===== src/rtl/http_chunked_framing_parser_defines.svh =====
// assertion helpers for the chunked framing parser
`ifndef HTTP_CHUNKED_FRAMING_PARSER_DEFINES_SVH
`define HTTP_CHUNKED_FRAMING_PARSER_DEFINES_SVH

// clocked check, off while reset is asserted
`define HCFP_ASSERT(lbl, prop, msg) \
  lbl: assert property (@(posedge clk_i) disable iff (!rst_ni) prop) else $error(msg);

// clocked check that also holds through reset
`define HCFP_ASSERT_ALWAYS(lbl, prop, msg) \
  lbl: assert property (@(posedge clk_i) prop) else $error(msg);

`endif


===== src/rtl/hcfp_pkg.sv =====
`default_nettype none

package hcfp_pkg;

  // width of the chunk size accumulator
  localparam int unsigned SizeBits = 63;

  // width of the chunk size result field
  localparam int unsigned ChunkSizeW = 63;

  // framing characters
  localparam logic [7:0] ChCr    = 8'h0d;
  localparam logic [7:0] ChLf    = 8'h0a;
  localparam logic [7:0] ChSemi  = 8'h3b;
  localparam logic [7:0] ChSpace = 8'h20;
  localparam logic [7:0] ChTab   = 8'h09;
  localparam logic [7:0] ChZero  = 8'h30;
  localparam logic [7:0] ChNine  = 8'h39;
  localparam logic [7:0] ChLowA  = 8'h61;
  localparam logic [7:0] ChLowF  = 8'h66;
  localparam logic [7:0] ChUpA   = 8'h41;
  localparam logic [7:0] ChUpF   = 8'h46;

  // result event codes
  typedef enum logic [1:0] {
    EvNone  = 2'd0,
    EvChunk = 2'd1,
    EvEnd   = 2'd2,
    EvError = 2'd3
  } event_e;

  typedef struct packed {
    logic       valid;
    logic [3:0] value;
  } hex_digit_t;

  // decode one ascii hex digit
  function automatic hex_digit_t hex_decode(input logic [7:0] c);
    hex_digit_t r;
    logic [7:0] diff;
    r    = '0;
    diff = '0;
    if (c >= ChZero && c <= ChNine) begin
      diff    = c - ChZero;
      r.valid = 1'b1;
      r.value = diff[3:0];
    end else if (c >= ChLowA && c <= ChLowF) begin
      diff    = c - ChLowA + 8'd10;
      r.valid = 1'b1;
      r.value = diff[3:0];
    end else if (c >= ChUpA && c <= ChUpF) begin
      diff    = c - ChUpA + 8'd10;
      r.valid = 1'b1;
      r.value = diff[3:0];
    end
    return r;
  endfunction

endpackage

`default_nettype wire


===== src/rtl/http_chunked_framing_parser.sv =====
// A byte accepted at a clock edge has its result written to the output register at
// that edge. Throughput: one byte per cycle unless a held, stalled result stalls the
// input; the phase and size update is a single pass of logic between the input port
// and the result register. Reset (asynchronous, active low) returns the parser to the
// start of a size field with a zero size and empties the output register.
`default_nettype none

module http_chunked_framing_parser (
  input  wire logic                                clk_i,
  input  wire logic                                rst_ni,
  input  wire logic                                in_valid_i,
  output logic                                     in_stall_o,
  input  wire logic [7:0]                          byte_in_i,
  output logic                                     out_valid_o,
  input  wire logic                                out_stall_i,
  output logic [1:0]                               event_res_o,
  output logic [hcfp_pkg::ChunkSizeW-1:0]          chunk_size_o,
  output logic                                     byte_taken_o
);

  `include "http_chunked_framing_parser_defines.svh"

  typedef enum logic [3:0] {
    PhSize    = 4'd0,
    PhExt     = 4'd1,
    PhSizeLf  = 4'd2,
    PhData    = 4'd3,
    PhDataLf  = 4'd4,
    PhTrailer = 4'd5,
    PhTrlLine = 4'd6,
    PhTrlLf   = 4'd7,
    PhLastLf  = 4'd8,
    PhDone    = 4'd9,
    PhError   = 4'd10
  } phase_e;

  localparam int unsigned SzW = hcfp_pkg::SizeBits;

  phase_e                          phase_q, phase_d;
  logic [SzW-1:0]                  accum_q, accum_d;
  logic                            out_valid_q, out_valid_d;
  hcfp_pkg::event_e                event_q, event_d;
  logic [hcfp_pkg::ChunkSizeW-1:0] size_q, size_d;
  logic                            taken_q, taken_d;

  logic                            in_xfer;
  logic                            out_xfer;
  phase_e                          eff_phase;
  logic [SzW-1:0]                  eff_accum;
  logic                            is_cr, is_lf, is_ext;
  logic                            size_zero;
  logic                            size_ovf;
  hcfp_pkg::hex_digit_t            hex;
  phase_e                          line_phase;
  hcfp_pkg::event_e                line_event;

  // handshake: take a byte unless a result is held and stalled
  assign in_stall_o = out_valid_q & out_stall_i;
  assign in_xfer    = in_valid_i & ~in_stall_o;
  assign out_xfer   = out_valid_q & ~out_stall_i;

  // byte classes
  assign is_cr  = (byte_in_i == hcfp_pkg::ChCr);
  assign is_lf  = (byte_in_i == hcfp_pkg::ChLf);
  assign is_ext = (byte_in_i == hcfp_pkg::ChSemi) || (byte_in_i == hcfp_pkg::ChSpace) ||
                  (byte_in_i == hcfp_pkg::ChTab);
  assign hex    = hcfp_pkg::hex_decode(byte_in_i);

  // missing lf after cr: the byte is parsed in the phase that follows (untaken if size != 0)
  always_comb begin
    eff_phase = phase_q;
    eff_accum = accum_q;
    if (!is_lf) begin
      if (phase_q == PhSizeLf && accum_q == '0) begin
        eff_phase = PhTrailer;
      end else if (phase_q == PhDataLf) begin
        eff_phase = PhSize;
        eff_accum = '0;
      end else if (phase_q == PhTrlLf) begin
        eff_phase = PhTrailer;
      end
    end
  end

  // end of size line: zero starts trailers, nonzero announces a chunk
  assign size_zero  = (eff_accum == '0);
  assign size_ovf   = |eff_accum[SzW-1 -: 4];
  assign line_phase = size_zero ? PhTrailer : PhData;
  assign line_event = size_zero ? hcfp_pkg::EvNone : hcfp_pkg::EvChunk;

  // phase transition and result for one byte
  always_comb begin
    phase_d = eff_phase;
    accum_d = eff_accum;
    event_d = hcfp_pkg::EvNone;
    size_d  = '0;
    taken_d = 1'b0;
    unique case (eff_phase)
      PhSize: begin
        if (size_ovf) begin
          phase_d = PhError;
          event_d = hcfp_pkg::EvError;
        end else if (hex.valid) begin
          accum_d = {eff_accum[SzW-5:0], hex.value};
          taken_d = 1'b1;
        end else if (is_cr) begin
          phase_d = PhSizeLf;
          taken_d = 1'b1;
        end else if (is_lf) begin
          phase_d = line_phase;
          event_d = line_event;
          size_d  = hcfp_pkg::ChunkSizeW'(eff_accum);
          taken_d = 1'b1;
        end else if (is_ext) begin
          phase_d = PhExt;
          taken_d = 1'b1;
        end else begin
          phase_d = PhError;
          event_d = hcfp_pkg::EvError;
        end
      end
      PhExt: begin
        taken_d = 1'b1;
        if (is_cr) begin
          phase_d = PhSizeLf;
        end else if (is_lf) begin
          phase_d = line_phase;
          event_d = line_event;
          size_d  = hcfp_pkg::ChunkSizeW'(eff_accum);
        end
      end
      PhSizeLf: begin
        // a zero size without lf was already moved to the trailer phase
        phase_d = line_phase;
        event_d = line_event;
        size_d  = hcfp_pkg::ChunkSizeW'(eff_accum);
        taken_d = is_lf;
      end
      PhData: begin
        taken_d = 1'b1;
        if (is_cr) begin
          phase_d = PhDataLf;
        end else if (is_lf) begin
          phase_d = PhSize;
          accum_d = '0;
        end else begin
          phase_d = PhError;
          event_d = hcfp_pkg::EvError;
        end
      end
      PhDataLf: begin
        phase_d = PhSize;
        accum_d = '0;
        taken_d = 1'b1;
      end
      PhTrailer: begin
        taken_d = 1'b1;
        if (is_cr) begin
          phase_d = PhLastLf;
        end else if (is_lf) begin
          phase_d = PhDone;
          event_d = hcfp_pkg::EvEnd;
        end else begin
          phase_d = PhTrlLine;
        end
      end
      PhTrlLine: begin
        taken_d = 1'b1;
        if (is_cr) begin
          phase_d = PhTrlLf;
        end else if (is_lf) begin
          phase_d = PhTrailer;
        end
      end
      PhTrlLf: begin
        phase_d = PhTrailer;
        taken_d = 1'b1;
      end
      PhLastLf: begin
        phase_d = PhDone;
        event_d = hcfp_pkg::EvEnd;
        taken_d = is_lf;
      end
      PhDone: begin
        phase_d = PhDone;
      end
      default: begin
        phase_d = PhError;
        event_d = hcfp_pkg::EvError;
      end
    endcase
  end

  // output register valid
  always_comb begin
    out_valid_d = out_valid_q;
    if (in_xfer) begin
      out_valid_d = 1'b1;
    end else if (out_xfer) begin
      out_valid_d = 1'b0;
    end
  end

  // parser state and result register
  always_ff @(posedge clk_i or negedge rst_ni) begin
    if (!rst_ni) begin
      phase_q     <= PhSize;
      accum_q     <= '0;
      out_valid_q <= 1'b0;
      event_q     <= hcfp_pkg::EvNone;
      size_q      <= '0;
      taken_q     <= 1'b0;
    end else begin
      out_valid_q <= out_valid_d;
      if (in_xfer) begin
        phase_q <= phase_d;
        accum_q <= accum_d;
        event_q <= event_d;
        size_q  <= size_d;
        taken_q <= taken_d;
      end
    end
  end

  assign out_valid_o  = out_valid_q;
  assign event_res_o  = event_q;
  assign chunk_size_o = size_q;
  assign byte_taken_o = taken_q;

  // checks
  `HCFP_ASSERT(a_error_sticky,
    in_xfer && phase_q == PhError |=> out_valid_q && event_q == hcfp_pkg::EvError && !taken_q,
    "error phase did not report an untaken error")
  `HCFP_ASSERT(a_chunk_nonzero,
    out_valid_q && event_q == hcfp_pkg::EvChunk |-> size_q != '0,
    "chunk header reported with zero size")
  `HCFP_ASSERT(a_done_holds,
    phase_q == PhDone |=> phase_q == PhDone,
    "parser left the end of body phase")
  `HCFP_ASSERT(a_idle_state,
    !in_xfer |=> $stable(phase_q) && $stable(accum_q),
    "parser state moved without a byte transfer")
  `HCFP_ASSERT_ALWAYS(a_reset_empty,
    !rst_ni |=> !out_valid_q,
    "output register not empty during reset")

endmodule

`default_nettype wire


===== config.mk =====
export PLATFORM = sky130hd
export DESIGN_NAME = http_chunked_framing_parser
export DESIGN_NICKNAME = d
export VERILOG_FILES = /design/src/rtl/hcfp_pkg.sv /design/src/rtl/http_chunked_framing_parser.sv
export VERILOG_INCLUDE_DIRS = /design/src /design/src/rtl
export SDC_FILE = /design/constraint.sdc
export NUM_CORES = 1
export LEC_CHECK = 0
export BUFFER_PORTS_ARGS = -buffer_cell sky130_fd_sc_hd__buf_2
export CELL_PAD_IN_SITES_DETAIL_PLACEMENT = 0
export CELL_PAD_IN_SITES_GLOBAL_PLACEMENT = 2
export CORE_MARGIN = 3
export CORE_UTILIZATION = 35
export CTS_CLUSTER_DIAMETER = 50
export CTS_CLUSTER_SIZE = 25
export DETAILED_ROUTE_END_ITERATION = 8
export PLACE_DENSITY = 0.74
export SYNTH_ARGS = -nofsm -noshare
export SYNTH_HDL_FRONTEND = slang
export SYNTH_SLANG_ARGS = --single-unit

===== constraint.sdc =====
create_clock -name clk_i -period 3.02 [get_ports clk_i]
set_input_delay 0 -clock clk_i [delete_from_list [all_inputs] [get_ports clk_i]]
set_output_delay 0 -clock clk_i [all_outputs]
set_load 0.02 [all_outputs]

# == Yosys cells after proc, flatten, opt, wreduce, memory -nomap -nowiden ==
# Index checks and enable logic that the tools add are counted.
# classes
eq_ne,17
mux,56
div,0
add_sub_neg,5
n_mul,0
n_reduce_logical,15
n_shift,0
magnitude_cmp,6
n_bitwise,5
# op_table
operator,count
two-way mux 63 bit,11
case mux 63 bit (3 select lines),2
logical NOT 63 bit,2
two-way mux 4 bit,17
case mux 4 bit (9 select lines),1
"equality test 4 x 3 -> 1 bit, second input constant",6
"equality test 8 x 4 -> 1 bit, second input constant",3
two-way mux 2 bit,9
"equality test 8 x 6 -> 1 bit, second input constant",2
"greater-or-equal comparator 8 x 7 -> 1 bit, second input constant",2
"<= comparator 8 x 7 -> 1 bit, second input constant",2
two-way mux 5 bit,3
case mux 2 bit (7 select lines),1
"equality test 4 x 2 -> 1 bit, second input constant",3
"subtractor 4 x 1 -> 4 bit, second input constant",3
two-way mux 1 bit,10
"adder 4 bit, second input constant",2
"equality test 4 bit, second input constant",2
"greater-or-equal comparator 8 x 6 -> 1 bit, second input constant",1
"<= comparator 8 x 6 -> 1 bit, second input constant",1
OR reduction 4 bit,2
OR reduction 6 bit,1
"equality test 4 x 1 -> 1 bit, second input constant",1
logical AND 1 bit,4
other kinds (8),13
# word_totals
input_bits,12
n_memories,0
mem_bits_rw,0
regBits,134
rom_bits,0
latchBits,0
word_cells,110

# == Logic depth before layout (Yosys ltp) ==
# Gate-level depths: netlist of the first run.
# depth
depth_word,11
mapped_depth,12
ltp_nobuf,9

# == Least setup slack after synthesis of the first run ==
# Ideal clock, no wire load.
# synth_timing
path_kind,register to register
from,register accum_q[59]
to,register size_q (netlist bit chunk_size_o[10])
arrival_ps,2210
n_path_buf,2
path_slack_ps,689
path_stages_with_launch,9
synth_period_minus_slack_ps,2331
cell_sequence,dfrtp_1 nor4_1 nand4_1 or4_1 buf_6 o21ai_4 a21oi_4 buf_6 a22o_1
# synth_via
elab_chain_cells,9
elab_cells_between_ends,16
# synth_lines
item,line_no,text
"start, declared",http_chunked_framing_parser.sv:40,"logic [SzW-1:0] accum_q, accum_d;"
"start signal, assigned",http_chunked_framing_parser.sv:217,accum_q <= accum_d;
logical NOT 63 bit,http_chunked_framing_parser.sv:74,if (phase_q == PhSizeLf && accum_q == '0) begin
logical AND 1 bit,http_chunked_framing_parser.sv:74,
two-way mux 63 bit,http_chunked_framing_parser.sv:74,
two-way mux 63 bit,http_chunked_framing_parser.sv:73,if (!is_lf) begin
two-way mux 63 bit,"http_chunked_framing_parser.sv:109, http_chunked_framing_parser.sv:126",
two-way mux 63 bit,http_chunked_framing_parser.sv:124,if (is_cr) begin
two-way mux 63 bit,http_chunked_framing_parser.sv:103,end else if (hex.valid) begin
two-way mux 63 bit,http_chunked_framing_parser.sv:100,if (size_ovf) begin
case mux 63 bit (3 select lines) *,http_chunked_framing_parser.sv:98,unique case (eff_phase)
"end signal, assigned",http_chunked_framing_parser.sv:219,size_q <= size_d;
"end, declared",http_chunked_framing_parser.sv:43,"logic [hcfp_pkg::ChunkSizeW-1:0] size_q, size_d;"
# Mark *: on every way between the ends. The rest lies on a longest branch, timed or not.
# A chain may end at the register's enable or synchronous reset.

# == Worst setup path after layout of the first run ==
# layout_timing
from,register accum_q[16]
to,register size_q (netlist bit chunk_size_o[29])
# layout_via
elab_chain_cells,9
elab_cells_between_ends,15
# layout_lines
item,line_no
logical NOT 63 bit *,http_chunked_framing_parser.sv:74
logical AND 1 bit *,http_chunked_framing_parser.sv:74
two-way mux 63 bit,http_chunked_framing_parser.sv:74
two-way mux 63 bit,http_chunked_framing_parser.sv:73
two-way mux 63 bit,"http_chunked_framing_parser.sv:109, http_chunked_framing_parser.sv:126"
two-way mux 63 bit,http_chunked_framing_parser.sv:124
two-way mux 63 bit,http_chunked_framing_parser.sv:103
two-way mux 63 bit,http_chunked_framing_parser.sv:100
case mux 63 bit (3 select lines) *,http_chunked_framing_parser.sv:98
# Marks and branches as above.

==> run_results.csv, run 1 <==
group,metric,value,unit
timing,period_share,89.1,%
status,run_status,"completed",
layout,fin_nets,561,
power,vdd_drop_max,348,µV
setup_path,cpMaxStageDelayCell,"or4_1",
min_path,hold_class,"input pin to flip-flop",
clock_tree,numCtsBuffers,17,
logic_synthesis,yosysTopAreaCell,"dfrtp_1",
layout,fin_cells,769,
route,drt_iter0_markers,345,
clock_tree,clk_latency,410,ps
route,firstDrtPassIters,4,
power,power.leakage,0.00350,µW
logic_synthesis,syn_inst,463,
logic_synthesis,synthTopCellsByArea,"dfrtp_1 (59%), a22o_1 (18%), nor2_1 (1.7%)",
logic_synthesis,ys.flop_type,"dfrtp_1",
layout,diodes,0,
clock_tree,cts-htree-levels,4,
timing,final_hold_viol_count,0,
global_routing,grt_start_max_net_pins,93,
logic_synthesis,synth_edf_count,0,
logic_synthesis,yosysWarnings,0,
setup_path,path_cells,"or4_1 -> nor2_1 -> nand3_1 -> or4_1 -> o21ai_4 -> a21oi_4 -> buf_12 -> a22o_1",
logic_synthesis,synth_top_area_share,59.3,%
place,numPlacedInstances,733,
die,initial_core_util,36.5,%
setup_path,cp_max_fo,63,
setup_path,required,3310,ps
die,die_y,133,µm
timing,max_freq,372,MHz
power,netSwitchingPower,942,µW
place,globalplace.congestion,0.785,
setup_path,cpMostUsedCell,"or4_1",
route,wl,13900,µm
run,cap_violations,0,
timing,setup-tns-final,0,ps
place,port-buffer-count,79,
logic_synthesis,syn-num-nets,479,
clock_tree,path_clk_slew,60,ps
logic_synthesis,ys_ff_latch,134,
global_routing,grt_pass1_wl,23100,µm
setup_path,crit_path_start_kind,"flip-flop",
timing,period_minus_slack,2690,ps
route,wl_per_cell,18.1,µm
logic_synthesis,syn_area,0.00566,mm²
setup_path,crit_arrival,2980,ps
timing,rsz0062_at_grt,"false",
logic_synthesis,ys_seq_area_share,59.3,%
die,core,0.0155,mm²
logic_synthesis,synth_most_common_cell,"dfrtp_1",
layout,syn_to_final_growth,22.8,%
clock_tree,cts_tree,"yes",
logic_synthesis,async_flop_share,100,%
die,die_w,133,µm
timing,worstMarginPinSlew,813,ps
clock_tree,root_buffer,"clkbuf_16",
power,p_int,3280,µW
route,via_per_inst,5.47,
die,rows,45,
timing,slew_headroom,45.8,%
setup_path,slowest_delay,640,ps
logic_synthesis,ys_types,51,
layout,drive_gt1_share,24.4,%
logic_synthesis,syn_area_per_cell,12.2,µm²
clock_tree,clk_path_buf_depth,2,
logic_synthesis,yosys-top-cells-count,"dfrtp_1 (134), a22o_1 (118), nor2_1 (25)",
route,dr_total_vias,4203,
clock_tree,clock-sinks,134,
power,p_comb_share,6.0,%
power,pwr-share-seq,43.0,%
timing,fin_skew,9.92,ps
power,netSwitchingFraction,22.3,%
global_routing,gr-total-overflow,0,
timing,setup_viol,0,
die,io_pins,80,
global_routing,grt_pass1_vias,4159,
power,p_per_area,608,mW/mm²
setup_path,crit_type,"flip-flop to flip-flop",
place,dpl.hpwl,9110,µm
route,drcViolationCount,0,
die,die_area,0.0177,mm²
timing,slew_viol_final,0,
route,ant_nets,0,
power,clockPowerShare,51.0,%
global_routing,grt_usage,16.3,%
clock_tree,post-cts-setup-buffers,0,
global_routing,antenna_found_initial,0,
setup_path,cp-end-kind,"flip-flop",
-- power groups by stage --
| stage | clock, µW | sequential [µW] | combinational (µW) |
|---|---|---|---|
| 2_1_floorplan | 0 | 1860 | 129 |
| 3_3_place_gp | 0 | 1850 | 251 |
| 3_5_place_dp | 0 | 1850 | 250 |
| 4_1_cts | 2200 | 1820 | 255 |
| 5_1_grt | 2270 | 1820 | 282 |
| 6_report | 2160 | 1820 | 253 |
-- cell families (layout without fill, tap and decap cells) --
group / Yosys count / in the layout / synth area share (%)
multiplexers: 1 / 1 / 0.177
AO/OA/AOI/OAI: 176 / 176 / 25.5
flip-flops: 134 / 134 / 59.3
XOR/XNOR: 3 / 3 / 0.465
adder cells (fa/ha/maj): 4 / 4 / 0.885
AND/OR/NAND/NOR: 101 / 101 / 9.64
buffers and inverters: 44 / 139 / 4.09
-- worst paths after layout --
path	from	cells after the start	endpoint	slack, ps
hold / removal	byte_in_i[3]	3	accum_q[3]	30
min in group asynchronous	rst_ni	2	chunk_size_o[30]	240
hold reg to reg	event_res_o[0]	2	event_res_o[0]	490
setup reg to reg	accum_q[16]	8	chunk_size_o[29]	330
max in group asynchronous	rst_ni	3	accum_q[57]	2040
setup / recovery	accum_q[16]	8	chunk_size_o[29]	330
-- final cells by class --
cell class	instances	area, µm²
clock buffer	22	484
clock inverter	10	143
fill	1436	8540
inverter	8	30.0
multi-input combinational	285	2070
sequential	134	3350
tap	211	264
timing repair buffer	99	599
-- worst max-delay path: cells and delay by family, from the launching register on --
kind,cells,cell delay (ps)
buffers and inverters,1,200
DFF,1,420
AOI/OAI and AO/OA,3,530
and+or+nand+nor,4,1400
-- through the flow --
step,setup WS (ps),instance area (µm²),hold slack [ps],util [%],total power (µW)
6_report,329,6950,26.9,44.9,4230
5_1_grt,182,6950,38.7,44.9,4370
4_1_cts,304,6950,10.3,44.9,4270
3_5_place_dp,305,6280,140,40.6,2100
3_3_place_gp,353,6280,135,40.6,2100
2_1_floorplan,689,5660,-296,-,1990
-- repair_timing --
| action | CTS | global route |
|---|---|---|
| resized for setup | 0 | 0 |
| hold buffers | 4 | 0 |
| hold endpoints to repair | 93 | 0 |
-- layer usage --
metal / GRT usage, % / wire length, µm
met1: 23.9 / 6880
met2: 23.9 / 6430
met3: 3.97 / 488
met4: 5.09 / 109
met5: 0 / 0
-- state kept, by name, indices dropped and copies added, names as in the netlist --
register,flops
event_res_o,2
byte_taken_o,1
out_valid_o,1
accum_q,63
chunk_size_o,63
phase_q,4
-- placed cells by master (no fill, tap or decap), types with 3 or more instances in the layout --
master         count
bufinv_16          3
buf_4             13
clkbuf_8           4
buf_2             78
clkbuf_16         17
inv_1              8
or4_1              3
a21oi_1           12
dlygate4sd3_1      4
nand4_1            7
o21ai_0           15
a21o_1             3
ha_1               4
nor3_1             4
dfrtp_1          134
a22o_1           118
nor2_1            25
nand2_1           22
nand3_1            7
a31oi_1            5
nor4_1            14
buf_12             3
Power figures use the tool's default switching activity.
==> inputs of run 2 (changes only) <==
Settings changed: PLACE_DENSITY 0.74 to not set, PLACE_DENSITY_LB_ADDON set to 0.1.
==> run_results.csv, run 2 (synthesis gave the netlist of run 1 again) <==
group,metric,value,unit
layout,nFillCells,1425,
place,dpl.hpwl,9700,µm
power,power.leakage,0.00346,µW
run,cap_violations,0,
setup_path,cp-end-kind,"flip-flop",
min_path,holdPathEnd,"accum_q[0]",
die,die_w,133,µm
place,numPlacedInstances,730,
setup_path,required,3320,ps
timing,worstMarginPinSlew,752,ps
timing,period_share,88.5,%
place,port-buffer-count,79,
setup_path,crit_arrival,2970,ps
layout,diodes,0,
status,run_status,"completed",
timing,max_freq,374,MHz
layout,drive_gt1_share,23.7,%
timing,fin_skew,9.14,ps
die,io_pins,80,
setup_path,r2r_cells,8,
timing,setup-tns-final,0,ps
power,p_per_area,585,mW/mm²
route,wl,14500,µm
clock_tree,clock-sinks,134,
layout,mostFrequentLayoutCell,"dfrtp_1",
timing,slew_headroom,49.7,%
route,via_per_inst,5.48,
clock_tree,path_clk_slew,50,ps
power,pwr-share-seq,45.3,%
die,die_y,133,µm
setup_path,crit_type,"flip-flop to flip-flop",
clock_tree,clk_path_buf_depth,2,
power,p_int,3100,µW
min_path,worstHoldPathCells,3,
layout,fin_nets,560,
route,ant_nets,0,
global_routing,grt_pass1_wl,23400,µm
layout,syn_to_final_growth,21.4,%
die,core,0.0155,mm²
min_path,hold_class,"input pin to flip-flop",
min_path,hp-start,"byte_in_i[0]",
clock_tree,cts_resized,0,
clock_tree,clk_latency,420,ps
setup_path,r2r-start,"accum_q[13]",
layout,fin_cells,767,
setup_path,cp_max_fo,39,
timing,slew_viol_final,0,
layout,layout_common_cells,"dfrtp_1 (134), a22o_1 (118), buf_2 (78)",
global_routing,grt_usage,16.8,%
timing,final_hold_viol_count,0,
timing,rsz0062_at_grt,"false",
power,vdd_drop_max,385,µV
clock_tree,numCtsBuffers,17,
route,dr_total_vias,4200,
route,drcViolationCount,0,
global_routing,grt_pass1_vias,4179,
clock_tree,cts-htree-levels,4,
place,globalplace.congestion,0.827,
setup_path,rrSetupSlack,350,ps
route,firstDrtPassIters,4,
place,pre_cts_ws,351,ps
global_routing,grt_start_max_net_pins,82,
die,rows,45,
clock_tree,root_buffer,"clkbuf_16",
timing,setup_ws,349,ps
power,p_comb_share,6.2,%
timing,setup_viol,0,
power,netSwitchingFraction,23.0,%
global_routing,antenna_found_initial,0,
power,netSwitchingPower,923,µW
route,wl_per_cell,18.9,µm
layout,post-route-util,44.3,%
power,clockPowerShare,48.5,%
die,die_area,0.0177,mm²
global_routing,gr-total-overflow,0,
route,drt_iter0_markers,390,
clock_tree,cts_tree,"yes",
setup_path,crit_path_start_kind,"flip-flop",
setup_path,timing.rr.end,"chunk_size_o[62]",
die,initial_core_util,36.5,%
timing,period_minus_slack,2670,ps
-- run 2: cell count changes in the layout (fill, tap and decap cells not counted), sizes merged --
cell and change:
dlygate4sd3 +2, buf -3, inv -2, bufinv -2, clkinv +3
-- run 2: worst max-delay path by stage --
stage	startpoint	endpoint	slack (ps)
after floorplan	accum_q[59]	chunk_size_o[10]	690
after detailed placement	accum_q[59]	chunk_size_o[62]	350
after global routing	accum_q[13]	phase_q[3]	190
final	accum_q[13]	chunk_size_o[62]	350
after global placement	accum_q[59]	chunk_size_o[53]	350
after CTS	accum_q[59]	chunk_size_o[54]	340
-- run 2: power groups by stage --
stage / registers [µW] / clock network [µW] / logic, µW
after floorplan: 1860 / 0 / 129
after global placement: 1850 / 0 / 248
after detailed placement: 1850 / 0 / 247
after CTS: 1820 / 1990 / 254
after global routing: 1820 / 2060 / 281
final: 1820 / 1950 / 250
-- run 2: cell type report --
type | instances | area [µm²] | share of cell area (%)
clock buffers | 22 | 484 | 7.05
well taps | 211 | 264 | 3.84
inverters | 8 | 30.0 | 0.437
multi-input cells | 285 | 2070 | 30.2
clock inverters | 9 | 76.3 | 1.11
flip-flops and latches | 134 | 3350 | 48.8
repair buffers | 98 | 584 | 8.51
-- run 2: metrics by stage --
step                      hold WS (ps)  power, µW  instance area, µm²
after global placement            93.6       2100                6250
after CTS                         11.4       4060                6870
after global routing              45.4       4160                6870
after detailed placement          96.6       2100                6250
final                             56.3       4020                6870
after floorplan                   -296       1990                5660
-- run 2: layer usage --
metal,wire length (µm),GRT usage (%),vias to the layer above
li1,-,-,1970
met1,6930,23.3,2098
met3,658,4.61,18
met4,215,6.00,0
met5,0,0,-
met2,6720,25.5,114
-- run 2: repair_timing --
item	in CTS	in global routing
hold buffers	6	0
buffers inserted	0	0
hold endpoints to repair	84	0
-- run 2: worst max-delay path: stages, from the launching register on --
cell and delay (ps):
dfrtp_1 440, or4_1 530, nor2_1 110, nand3_1 90, or4_1 510, o21ai_4 200, a21oi_4 200, buf_12 250
a22o_1 200
==> inputs of run 3 (changes only) <==
Settings changed: ABC_AREA set to 1, CORE_UTILIZATION 35 to 34, MAX_ROUTING_LAYER set to met4, PLACE_DENSITY set to 0.87, PLACE_DENSITY_LB_ADDON 0.1 to not set.
==> run_results.csv, run 3 <==
group,metric,value,unit
timing,fin_skew,16.6,ps
power,power.leakage,0.00474,µW
logic_synthesis,synth_edf_count,0,
timing,slew_headroom,42.1,%
run,cap_violations,0,
layout,diodes,0,
timing,setup-tns-final,0,ps
timing,worstMarginPinSlew,869,ps
timing,slew_viol_final,0,
global_routing,grt_pass1_vias,8279,
power,vdd_drop_max,338,µV
die,io_pins,80,
route,wl,26800,µm
global_routing,gr-total-overflow,0,
setup_path,r2r_cells,12,
logic_synthesis,ys_ff_latch,134,
setup_path,path_cells,"nor2_1 -> nand2_1 -> inv_2 -> nand2_2 -> nand2_1 -> nand2_1 -> inv_2 -> nand3_1 -> o211ai_4 -> buf_12 -> nand3_1 -> nand2_1",
min_path,holdPathEnd,"accum_q[3]",
setup_path,crit_type,"flip-flop to flip-flop",
setup_path,rrSetupSlack,230,ps
die,die_w,166,µm
clock_tree,root_buffer,"clkbuf_16",
global_routing,grt_usage,19.9,%
timing,period_minus_slack,2790,ps
place,globalplace.congestion,0.937,
clock_tree,path_clk_slew,60,ps
route,wl_per_cell,16.1,µm
die,rows,58,
layout,drive_gt1_share,14.8,%
setup_path,cpMostUsedCell,"nand2_1",
timing,setup_ws,231,ps
setup_path,cp-end-kind,"flip-flop",
setup_path,slowest_delay,520,ps
global_routing,grt_pass1_wl,44400,µm
logic_synthesis,ys_seq_area_share,38.4,%
place,pre_cts_ws,226,ps
route,firstDrtPassIters,5,
route,ant_nets,0,
setup_path,timing.rr.end,"chunk_size_o[6]",
setup_path,crit_arrival,3160,ps
route,via_per_inst,5.12,
timing,period_share,92.3,%
layout,mostFrequentLayoutCell,"nand2_1",
setup_path,crit_family,"simple AND/OR/NAND/NOR gates",
logic_synthesis,yosysTopAreaCell,"dfrtp_1",
route,drcViolationCount,0,
timing,max_freq,359,MHz
route,drt_iter0_markers,686,
route,dr_total_vias,8518,
power,p_per_area,800,mW/mm²
min_path,worstHoldPathCells,5,
status,run_status,"completed",
setup_path,r2r-start,"phase_q[0]",
logic_synthesis,syn_area_per_cell,6.85,µm²
clock_tree,clk_latency,430,ps
setup_path,cp_max_fo,33,
setup_path,required,3390,ps
clock_tree,clock-sinks,134,
layout,syn_to_final_growth,16.0,%
clock_tree,cts_tree,"yes",
logic_synthesis,synth_top_area_share,38.4,%
clock_tree,clk_path_buf_depth,2,
die,die_y,166,µm
timing,setup_viol,0,
place,dpl.hpwl,17200,µm
clock_tree,numCtsBuffers,17,
logic_synthesis,synthTopCellsByArea,"dfrtp_1 (38%), nand2_1 (16%), nor2_1 (7.7%)",
logic_synthesis,syn-num-nets,1292,
place,port-buffer-count,79,
setup_path,crit_path_start_kind,"flip-flop",
setup_path,cpMaxStageDelayCell,"dfrtp_1",
die,initial_core_util,34.6,%
clock_tree,cts-htree-levels,4,
timing,rsz0062_at_grt,"false",
logic_synthesis,yosysWarnings,0,
min_path,hp-start,"byte_in_i[3]",
logic_synthesis,syn_area,0.00874,mm²
layout,nFillCells,2739,
logic_synthesis,ys.flop_type,"dfrtp_1",
logic_synthesis,synth_most_common_cell,"nand2_1",
timing,final_hold_viol_count,0,
min_path,hold_class,"input pin to flip-flop",
logic_synthesis,ys_types,37,
logic_synthesis,syn_inst,1276,
global_routing,antenna_found_initial,0,
global_routing,grt_start_max_net_pins,72,
die,core,0.0253,mm²
logic_synthesis,async_flop_share,100,%
logic_synthesis,yosys-top-cells-count,"nand2_1 (370), nor2_1 (179), dfrtp_1 (134)",
layout,fin_nets,1337,
layout,layout_common_cells,"nand2_1 (369), nor2_1 (178), dfrtp_1 (134)",
setup_path,cp_num_buf_inv,3,
die,die_area,0.0277,mm²
run 3: cell count changes after synthesis, sizes merged, moves of 7 or more:
cell | previous run | this run
nand2 | 23 | 375
nor2 | 25 | 183
a21oi | 13 | 131
a22o | 118 | 0
nand3 | 7 | 109
inv | 8 | 100
o211ai | 2 | 61
o21ai | 16 | 66
buf | 18 | 56
nor4 | 16 | 1
clkbuf | 18 | 25
run 3: metal layers:
layer	wire, µm	global-route usage, %	up-vias
li1	-	-	4272
met1	13400	28.6	4016
met2	11700	29.9	212
met3	1280	3.14	18
met4	310	4.56	0
met5	0	-	-
run 3: worst min-delay path, cell delays in order:
cell,delay (ps)
buf_2,140
o22ai_1,160
nand2_1,70
o211ai_1,80
a21oi_1,70
run 3: timing repair:
item / 4_1_cts / 5_1_grt
gates resized for setup: 0 / 0
hold buffers: 3 / 0
buffers inserted: 0 / 0
hold endpoints to repair: 61 / 0
run 3: worst max path at each step:
| stage | startpoint | endpoint | slack, ps | cells past startpoint |
|---|---|---|---|---|
| floorplan | phase_q[0] | chunk_size_o[11] | 1030 | 13 |
| global placement | phase_q[0] | chunk_size_o[31] | 190 | 12 |
| detailed placement | phase_q[0] | chunk_size_o[6] | 230 | 12 |
| CTS | phase_q[0] | chunk_size_o[6] | 210 | 12 |
| global route | phase_q[0] | chunk_size_o[33] | 20 | 12 |
| finish | phase_q[0] | chunk_size_o[6] | 230 | 12 |
run 3: kinds of logic (layout without fill, tap and decap cells):
group,after synthesis,after routing,synth area share [%]
AOI/OAI and AO/OA,267,267,17.7
DFF,134,134,38.4
adders and majority gates,4,4,0.573
and+or+nand+nor,688,688,34.1
xor gates and xnor gates,2,2,0.200
buffers and inverters,181,239,9.06
run 3: metrics by stage:
step | cell area [µm²] | power, µW | instances | hold slack [ps] | utilization [%]
global route | 10100 | 8690 | 1664 | 172 | 40.2
detailed placement | 9410 | 5620 | 1629 | 62.1 | 37.3
CTS | 10100 | 8160 | 1664 | 109 | 40.2
floorplan | 8740 | 4770 | 1276 | -296 | -
finish | 10100 | 8110 | 1664 | 124 | 40.2
global placement | 9410 | 5600 | 1629 | 59.1 | 37.3
run 3: area by class of cell:
class                      count  area, µm²  area share, %
timing repair buffer         107        682           6.72
tap                          330        413           4.07
multi-input combinational    961       4620           45.5
sequential                   134       3350           33.1
clock inverter                10        215           2.12
clock buffer                  22        484           4.77
inverter                     100        378           3.73
run 3: where the power goes:
group,total (µW),internal (µW),switching [µW]
Sequential,2920,2340,580
Combinational,2680,888,1790
Clock,2510,1650,865
Total,8110,4870,3230
